===== src/rtl/core/afr_pkg.sv =====
// Package for the addressed frame receiver: byte type, frame marker bytes
// and the frame and reply position codes. Has no dependencies.
`timescale 1ns / 1ps

package afr_pkg;

    // One serial byte.
    typedef logic [7:0] byte_t;

    // Position counters for the frame parser and the error reply.
    typedef logic [2:0] pos_t;

    // Marker bytes of the frame protocol.
    localparam byte_t START_BYTE = 8'h55;
    localparam byte_t CMD_BYTE   = 8'hC5;
    localparam byte_t TRAIL_BYTE = 8'hAA;
    localparam byte_t ERR_BYTE   = 8'hEE;

    // Constant part of the reply checksum: start, error and trailer bytes.
    localparam byte_t REPLY_SUM_BASE = START_BYTE + ERR_BYTE + TRAIL_BYTE;

    // Operation codes of an input request.
    localparam logic OP_RX_BYTE = 1'b0;
    localparam logic OP_TX_DONE = 1'b1;

    // Frame parser positions: the next frame byte expected.
    localparam pos_t FP_START = 3'd0;
    localparam pos_t FP_ADDR  = 3'd1;
    localparam pos_t FP_CMD   = 3'd2;
    localparam pos_t FP_HIGH  = 3'd3;
    localparam pos_t FP_LOW   = 3'd4;
    localparam pos_t FP_TRAIL = 3'd5;
    localparam pos_t FP_SUM   = 3'd6;

    // Error reply positions: the next reply byte to send.
    localparam pos_t RP_IDLE  = 3'd0;
    localparam pos_t RP_ADDR  = 3'd1;
    localparam pos_t RP_ERR   = 3'd2;
    localparam pos_t RP_TRAIL = 3'd3;
    localparam pos_t RP_SUM   = 3'd4;

endpackage


===== src/rtl/core/afr_in_if.sv =====
// Input channel of the addressed frame receiver: valid/ready handshake with
// the operation code and received byte. Depends on afr_pkg.
`timescale 1ns / 1ps

interface afr_in_if
    import afr_pkg::*;
();
    logic  valid;
    logic  ready;
    logic  operation;
    byte_t rx_byte;

    modport source (output valid, output operation, output rx_byte, input ready);
    modport sink   (input valid, input operation, input rx_byte, output ready);
endinterface


===== src/rtl/core/afr_out_if.sv =====
// Output channel of the addressed frame receiver: valid/ready handshake with
// the reply byte, motor bytes and frame status. Depends on afr_pkg.
`timescale 1ns / 1ps

interface afr_out_if
    import afr_pkg::*;
();
    logic  valid;
    logic  ready;
    logic  tx_valid;
    byte_t tx_byte;
    byte_t motor_low;
    byte_t motor_high;
    logic  frame_accepted;

    modport source (output valid, output tx_valid, output tx_byte, output motor_low,
                    output motor_high, output frame_accepted, input ready);
    modport sink   (input valid, input tx_valid, input tx_byte, input motor_low,
                    input motor_high, input frame_accepted, output ready);
endinterface


===== src/rtl/core/addressed_frame_receiver_top.sv =====
// Addressed frame receiver, top level; depends on afr_pkg, afr_in_if and
// afr_out_if. Each input request is either a received byte or a transmit-done
// event, and produces exactly one result request in the cycle after it is
// accepted. A new request is taken in every cycle while the result register is
// empty or being read, so the sustained rate is one request per cycle; the
// single result register is the only stage. Received bytes drive a seven-byte
// frame parser (start, address, command, data high, data low, trailer, sum);
// a bad command or trailer byte starts a five-byte error reply, when none is
// running, whose first byte comes out with that result and whose remaining
// bytes come out on the following transmit-done events. The node address
// register may be written only while the block is idle.
`timescale 1ns / 1ps

module addressed_frame_receiver_top
    import afr_pkg::*;
(
    input  logic       clk,
    input  logic       rst_n,
    input  logic       cfg_we,
    input  byte_t      cfg_data,
    afr_in_if.sink     in_chan,
    afr_out_if.source  out_chan
);

    // Configuration and protocol state.
    byte_t node_addr_reg;
    pos_t  frame_pos_reg, frame_pos_next;
    pos_t  reply_pos_reg, reply_pos_next;
    byte_t sum_reg, sum_next;
    byte_t held_high_reg, held_high_next;
    byte_t held_low_reg, held_low_next;
    byte_t motor_low_reg, motor_low_next;
    byte_t motor_high_reg, motor_high_next;

    // Result register.
    logic  out_valid_reg;
    logic  tx_valid_reg, tx_valid_next;
    byte_t tx_byte_reg, tx_byte_next;
    logic  accepted_reg, accepted_next;

    logic  in_take;
    logic  err_reply;
    byte_t rx;

    // A new request is taken whenever the result register is free or drains now.
    assign in_chan.ready = !out_valid_reg || out_chan.ready;
    assign in_take       = in_chan.valid && in_chan.ready;
    assign rx            = in_chan.rx_byte;

    // Next-state logic for one request.
    always_comb
    begin
        frame_pos_next  = frame_pos_reg;
        reply_pos_next  = reply_pos_reg;
        sum_next        = sum_reg;
        held_high_next  = held_high_reg;
        held_low_next   = held_low_reg;
        motor_low_next  = motor_low_reg;
        motor_high_next = motor_high_reg;
        tx_valid_next   = 1'b0;
        tx_byte_next    = '0;
        accepted_next   = 1'b0;
        err_reply       = 1'b0;

        if (in_chan.operation == OP_RX_BYTE)
        begin
            case (frame_pos_reg)
                FP_START:
                begin
                    if (rx == START_BYTE)
                    begin
                        sum_next       = rx;
                        frame_pos_next = FP_ADDR;
                    end
                end
                FP_ADDR:
                begin
                    if (rx == node_addr_reg)
                    begin
                        sum_next       = sum_reg + rx;
                        frame_pos_next = FP_CMD;
                    end
                    else
                    begin
                        frame_pos_next = FP_START;
                    end
                end
                FP_CMD:
                begin
                    if (rx == CMD_BYTE)
                    begin
                        sum_next       = sum_reg + rx;
                        frame_pos_next = FP_HIGH;
                    end
                    else
                    begin
                        frame_pos_next = FP_START;
                        err_reply      = 1'b1;
                    end
                end
                FP_HIGH:
                begin
                    held_high_next = rx;
                    sum_next       = sum_reg + rx;
                    frame_pos_next = FP_LOW;
                end
                FP_LOW:
                begin
                    held_low_next  = rx;
                    sum_next       = sum_reg + rx;
                    frame_pos_next = FP_TRAIL;
                end
                FP_TRAIL:
                begin
                    if (rx == TRAIL_BYTE)
                    begin
                        sum_next       = sum_reg + rx;
                        frame_pos_next = FP_SUM;
                    end
                    else
                    begin
                        frame_pos_next = FP_START;
                        err_reply      = 1'b1;
                    end
                end
                FP_SUM:
                begin
                    // The parser returns to idle whether or not the sum matches.
                    if (rx == sum_reg)
                    begin
                        motor_low_next  = held_low_reg;
                        motor_high_next = held_high_reg;
                        accepted_next   = 1'b1;
                    end
                    frame_pos_next = FP_START;
                end
                default:
                begin
                    frame_pos_next = FP_START;
                end
            endcase

            // An error starts a reply only when none is already running.
            if (err_reply && reply_pos_reg == RP_IDLE)
            begin
                reply_pos_next = RP_ADDR;
                tx_valid_next  = 1'b1;
                tx_byte_next   = START_BYTE;
            end
        end
        else
        begin
            case (reply_pos_reg)
                RP_ADDR:
                begin
                    tx_valid_next  = 1'b1;
                    tx_byte_next   = node_addr_reg;
                    reply_pos_next = RP_ERR;
                end
                RP_ERR:
                begin
                    tx_valid_next  = 1'b1;
                    tx_byte_next   = ERR_BYTE;
                    reply_pos_next = RP_TRAIL;
                end
                RP_TRAIL:
                begin
                    tx_valid_next  = 1'b1;
                    tx_byte_next   = TRAIL_BYTE;
                    reply_pos_next = RP_SUM;
                end
                RP_SUM:
                begin
                    tx_valid_next  = 1'b1;
                    tx_byte_next   = REPLY_SUM_BASE + node_addr_reg;
                    reply_pos_next = RP_IDLE;
                end
                default:
                begin
                    reply_pos_next = RP_IDLE;
                end
            endcase
        end
    end

    // Configuration register.
    always_ff @(posedge clk or negedge rst_n)
    begin
        if (!rst_n)
        begin
            node_addr_reg <= '0;
        end
        else if (cfg_we)
        begin
            node_addr_reg <= cfg_data;
        end
    end

    // Protocol state, updated on each accepted request.
    always_ff @(posedge clk or negedge rst_n)
    begin
        if (!rst_n)
        begin
            frame_pos_reg  <= FP_START;
            reply_pos_reg  <= RP_IDLE;
            sum_reg        <= '0;
            held_high_reg  <= '0;
            held_low_reg   <= '0;
            motor_low_reg  <= '0;
            motor_high_reg <= '0;
        end
        else if (in_take)
        begin
            frame_pos_reg  <= frame_pos_next;
            reply_pos_reg  <= reply_pos_next;
            sum_reg        <= sum_next;
            held_high_reg  <= held_high_next;
            held_low_reg   <= held_low_next;
            motor_low_reg  <= motor_low_next;
            motor_high_reg <= motor_high_next;
        end
    end

    // Result valid flag.
    always_ff @(posedge clk or negedge rst_n)
    begin
        if (!rst_n)
        begin
            out_valid_reg <= 1'b0;
        end
        else if (in_chan.ready)
        begin
            out_valid_reg <= in_chan.valid;
        end
    end

    // Result payload.
    always_ff @(posedge clk)
    begin
        if (in_take)
        begin
            tx_valid_reg <= tx_valid_next;
            tx_byte_reg  <= tx_byte_next;
            accepted_reg <= accepted_next;
        end
    end

    // The motor bytes only change when a new result is loaded, so they are
    // read straight from the latched registers.
    assign out_chan.valid          = out_valid_reg;
    assign out_chan.tx_valid       = tx_valid_reg;
    assign out_chan.tx_byte        = tx_byte_reg;
    assign out_chan.motor_low      = motor_low_reg;
    assign out_chan.motor_high     = motor_high_reg;
    assign out_chan.frame_accepted = accepted_reg;

`ifndef NO_ASSERTIONS
    // The reply counter never runs past the checksum byte.
    assert property (@(posedge clk) disable iff (!rst_n)
        reply_pos_reg <= RP_SUM)
        else $error("reply position beyond the checksum byte");

    // A completed frame never sends a reply byte in the same result.
    assert property (@(posedge clk) disable iff (!rst_n)
        (out_valid_reg && accepted_reg) |-> !tx_valid_reg)
        else $error("reply byte together with an accepted frame");

    // A transmit-done event with no reply running gives an empty result.
    assert property (@(posedge clk) disable iff (!rst_n)
        (in_take && in_chan.operation == OP_TX_DONE && reply_pos_reg == RP_IDLE)
        |=> (!tx_valid_reg && !accepted_reg && reply_pos_reg == RP_IDLE))
        else $error("output without an active reply");

    // The checksum byte always returns the parser to the start.
    assert property (@(posedge clk) disable iff (!rst_n)
        (in_take && in_chan.operation == OP_RX_BYTE && frame_pos_reg == FP_SUM)
        |=> (frame_pos_reg == FP_START))
        else $error("parser did not restart after the checksum byte");

    // The motor bytes change only through an accepted frame; the low byte is checked.
    assert property (@(posedge clk) disable iff (!rst_n)
        (out_valid_reg && !$stable(motor_low_reg)) |-> accepted_reg)
        else $error("motor byte changed without an accepted frame");
`endif

endmodule

===== src/flat_wrapper.sv =====
// flat-port wrapper written by rule: the top's interface ports become plain ports
module addressed_frame_receiver_top_flat import afr_pkg::*;
  (clk, rst_n, cfg_we, cfg_data, in_chan_valid, in_chan_operation, in_chan_rx_byte, in_chan_ready, out_chan_valid, out_chan_tx_valid, out_chan_tx_byte, out_chan_motor_low, out_chan_motor_high, out_chan_frame_accepted, out_chan_ready);
  afr_in_if in_chan_i ();
  afr_out_if out_chan_i ();
  input  logic clk;
  input  logic rst_n;
  input  logic cfg_we;
  input  byte_t cfg_data;
  input wire logic [$bits(in_chan_i.valid)-1:0] in_chan_valid;
  input wire logic [$bits(in_chan_i.operation)-1:0] in_chan_operation;
  input wire logic [$bits(in_chan_i.rx_byte)-1:0] in_chan_rx_byte;
  output wire logic [$bits(in_chan_i.ready)-1:0] in_chan_ready;
  output wire logic [$bits(out_chan_i.valid)-1:0] out_chan_valid;
  output wire logic [$bits(out_chan_i.tx_valid)-1:0] out_chan_tx_valid;
  output wire logic [$bits(out_chan_i.tx_byte)-1:0] out_chan_tx_byte;
  output wire logic [$bits(out_chan_i.motor_low)-1:0] out_chan_motor_low;
  output wire logic [$bits(out_chan_i.motor_high)-1:0] out_chan_motor_high;
  output wire logic [$bits(out_chan_i.frame_accepted)-1:0] out_chan_frame_accepted;
  input wire logic [$bits(out_chan_i.ready)-1:0] out_chan_ready;
  assign in_chan_i.valid = in_chan_valid;
  assign in_chan_i.operation = in_chan_operation;
  assign in_chan_i.rx_byte = in_chan_rx_byte;
  assign in_chan_ready = in_chan_i.ready;
  assign out_chan_valid = out_chan_i.valid;
  assign out_chan_tx_valid = out_chan_i.tx_valid;
  assign out_chan_tx_byte = out_chan_i.tx_byte;
  assign out_chan_motor_low = out_chan_i.motor_low;
  assign out_chan_motor_high = out_chan_i.motor_high;
  assign out_chan_frame_accepted = out_chan_i.frame_accepted;
  assign out_chan_i.ready = out_chan_ready;
  addressed_frame_receiver_top u_core (.clk(clk), .rst_n(rst_n), .cfg_we(cfg_we), .cfg_data(cfg_data), .in_chan(in_chan_i), .out_chan(out_chan_i));
endmodule

===== config.mk =====
export PLATFORM = sky130hd
export DESIGN_NAME = addressed_frame_receiver_top_flat
export DESIGN_NICKNAME = d
export VERILOG_FILES = /design/src/rtl/core/afr_pkg.sv /design/src/rtl/core/afr_in_if.sv /design/src/rtl/core/afr_out_if.sv /design/src/rtl/core/addressed_frame_receiver_top.sv /design/src/flat_wrapper.sv
export SDC_FILE = /design/constraint.sdc
export NUM_CORES = 1
export LEC_CHECK = 0
export BUFFER_PORTS_ARGS = -buffer_cell sky130_fd_sc_hd__buf_2
export CAP_MARGIN = 20
export CORE_MARGIN = 2
export CORE_UTILIZATION = 57
export CTS_CLUSTER_SIZE = 8
export DETAILED_ROUTE_END_ITERATION = 10
export GPL_ROUTABILITY_DRIVEN = 0
export HOLD_SLACK_MARGIN = 0.12
export PLACE_DENSITY_LB_ADDON = 0.3
export SYNTH_ARGS = -nofsm -noshare
export SYNTH_HDL_FRONTEND = slang
export SYNTH_SLANG_ARGS = --single-unit
export TNS_END_PERCENT = 5

===== constraint.sdc =====
create_clock -name clk -period 2.5 [get_ports clk]
set_input_delay 0.125 -clock clk [delete_from_list [all_inputs] [get_ports clk]]
set_output_delay 0.125 -clock clk [all_outputs]
set_load 0.01 [all_outputs]

==> results.cfg <==
[run_status]
outcome = complete, no violations

[cts]
root_buffer = clkbuf_8
htreeDepth = 3
post_cts_buffers = 0
cts_resized = 0
cts.sinks = 65
cts_buffer_depth = 2
clk_latency_ns = 0.35
cts.clk_slew.worst_paths_ns = 0.07
cts_made_buffers = 9
tritoncts = yes
hold_buffers = 11

[setup_path]
worstSetupPathType = flip-flop to flip-flop
cp-start-kind = flip-flop
crit_arrival_ns = 2.28
worst_path_max_delay_cell = dfrtp_1
cp-end-kind = flip-flop
worstPathRequired_ns = 2.59
critPathMaxStageDelay_ns = 0.48
path_max_fanout = 7
crit_chain = ha_1 -> or3_1 -> a21oi_1 -> o21ai_0 -> a22oi_1 -> a2bb2oi_1 -> o21ai_0
path_common_cell = o21ai_0

[global_route]
grt_max_degree = 40
grt_pass1_vias = 2444
grt_use_total = 0.245
grt_pass1_wl_mm = 12.0
antenna_found_initial = 0
grt-ovfl-total = 0

[placed_design]
place_hpwl_mm = 5.20
place_inst = 427
portBuffers = 49

[floorplanning]
die_area_um2 = 6670
num_io_pins = 50
core_um2 = 5890
num_rows = 28
initial_core_util = 0.584
dieWidth_um = 81.7
die_h_um = 81.7

[power_and_ir_drop]
sequentialPowerShare = 0.422
p_sw_uw = 1140
combPwrFrac = 0.295
ir_drop_uv = 429
powerDensity_nw_per_um2 = 842
clock_power_share = 0.283
internal_power_uw = 2290
power.leakage_uw = 0.00190
swShare = 0.333

[routing]
drt_first_iter_violations = 181
drtAntennaViolNets = 0
viasPerCell = 5.84
drt_first_pass_iters = 4
vias = 2651
drc = 0
wl_per_cell_um = 16.7
wirelength_mm = 7.60

[finish]
antenna_cells = 0
stdcell_count = 454
nFillCells = 452
area_growth_pct = 18.6
layout-drive-gt1-share = 0.327
nets = 405
final-seq-area_um2 = 1680
multiInputGateArea_um2 = 1630

[logic_synthesis]
synth-seq-cells = 65
syn_avg_cell_area_um2 = 11.2
syn-cell-area_um2 = 3440
ys_types = 56
synth_top_area_frac = 0.400
synthTopCellsByArea = dfrtp_1 40%, mux2_2 13%, edfxtp_1 8.7%
synthesis.nets = 339
ys_seq_area_frac = 0.488
yosys.area.top_type = dfrtp_1
syn_inst = 308
synthFlopType = dfrtp_1
synth_edf_count = 10
yosys_warnings = 0
postSynth.asyncResetShare = 0.846

[timing]
fin_worst_skew_ns = 0.00852
fmax_ghz = 0.457
fin_setup_tns_ns = 0
relSlewSlack = 0.410
min_period_over_period = 0.876
period_needed_ns = 2.19
worst_pin_slew_ns = 0.885
slew_violations = 0
setup_viol = 0
rsz0062_at_grt = false
hold_violations = 0

[min_path]
hp-class = input pin to flip-flop

[flow_run]
max_cap_viol_count = 0
[area by class of cell]
type,count,area share
inverter,12,0.0110
multi-input combinational,219,0.400
clock inverter,5,0.0150
clock buffer,11,0.0399
sequential,65,0.411
timing repair buffer,67,0.100
tap,75,0.0230
[path summary, 6_finish.rpt]
| check | start | end | slack, ns | depth (start not counted) |
|---|---|---|---|---|
| max | u_core.node_addr_reg[0] | u_core.out_chan.tx_byte[6] | 0.31 | 7 |
| min | in_chan_rx_byte[6] | u_core.held_high_reg[6] | 0.14 | 2 |
| max reg2reg | u_core.node_addr_reg[0] | u_core.out_chan.tx_byte[6] | 0.31 | 7 |
| min reg2reg | u_core.sum_reg[2] | u_core.sum_reg[2] | 0.49 | 2 |
| max in group asynchronous | rst_n | u_core.node_addr_reg[3] | 1.39 | 3 |
| min in group asynchronous | rst_n | u_core.reply_pos_reg[0] | 0.44 | 2 |
[cell usage in the layout (no fill, tap or decap), drive strengths merged, types with 3 or more instances in the layout]
master and count:
buf 56, dfrtp 55, mux2 40, nor2 24, nand2 23, o21ai 18
a21oi 17, inv 12, dlygate4sd3 11, clkbuf 11, xnor2 10, edfxtp 10
nor3 9, ha 8, nand2b 6, nand3 6, o31ai 5, nor2b 4
xor2 4, clkinv 4, a22oi 3, and4bb 3, a22o 3, nand4 3
[synth_stat cells, types with 5 or more instances]
library cell	number
nor3_1	8
o21ai_0	17
a21oi_1	17
mux2_2	40
nor2_1	24
dfrtp_1	55
nand2_1	23
ha_1	8
xnor2_1	10
nand3_1	5
inv_1	12
o31ai_1	5
edfxtp_1	10
nand2b_1	6
[power groups by stage]
stage | sequential [uW] | clock (uW) | combinational, uW
global route | 1470 | 1020 | 1130
global placement | 1450 | 0 | 946
detailed placement | 1460 | 0 | 983
CTS | 1440 | 982 | 1010
floorplan | 1390 | 0 | 797
finish | 1450 | 970 | 1010
[metrics by stage]
step                total power, uW  hold slack, ns  utilization  setup slack [ns]  area (um^2)
floorplan                      2190          -0.171            -             0.428         3440
global placement               2390           0.301        0.636             0.345         3740
detailed placement             2450           0.298        0.636             0.313         3740
CTS                            3440           0.126        0.693             0.322         4080
global route                   3620           0.145        0.693             0.196         4080
finish                         3430           0.138        0.693             0.310         4080
[per-layer routing]
layer / wire length (um) / GRT usage
met1: 3290 / 0.318
met2: 3760 / 0.391
met3: 363 / 0.0604
met4: 193 / 0.108
met5: 0 / 0
[critical path, delay by kind of cell, from the launching register on]
kind	cells	cell delay (ns)
simple gates	1	0.35
compound gates	5	0.82
flops	1	0.48
fa+ha+maj	1	0.27
[cell families (layout without fill, tap and decap cells)]
kind of cell	Yosys count	count (layout)	share of synthesized area
AO/OA/AOI/OAI	65	65	0.127
XOR/XNOR	14	14	0.0357
flip-flops	65	65	0.488
multiplexers	42	42	0.137
AND/OR/NAND/NOR	89	89	0.139
adder cells (fa/ha/maj)	9	9	0.0349
buffers and inverters	24	95	0.0382
Note: power is estimated with default switching activity, not from simulation.
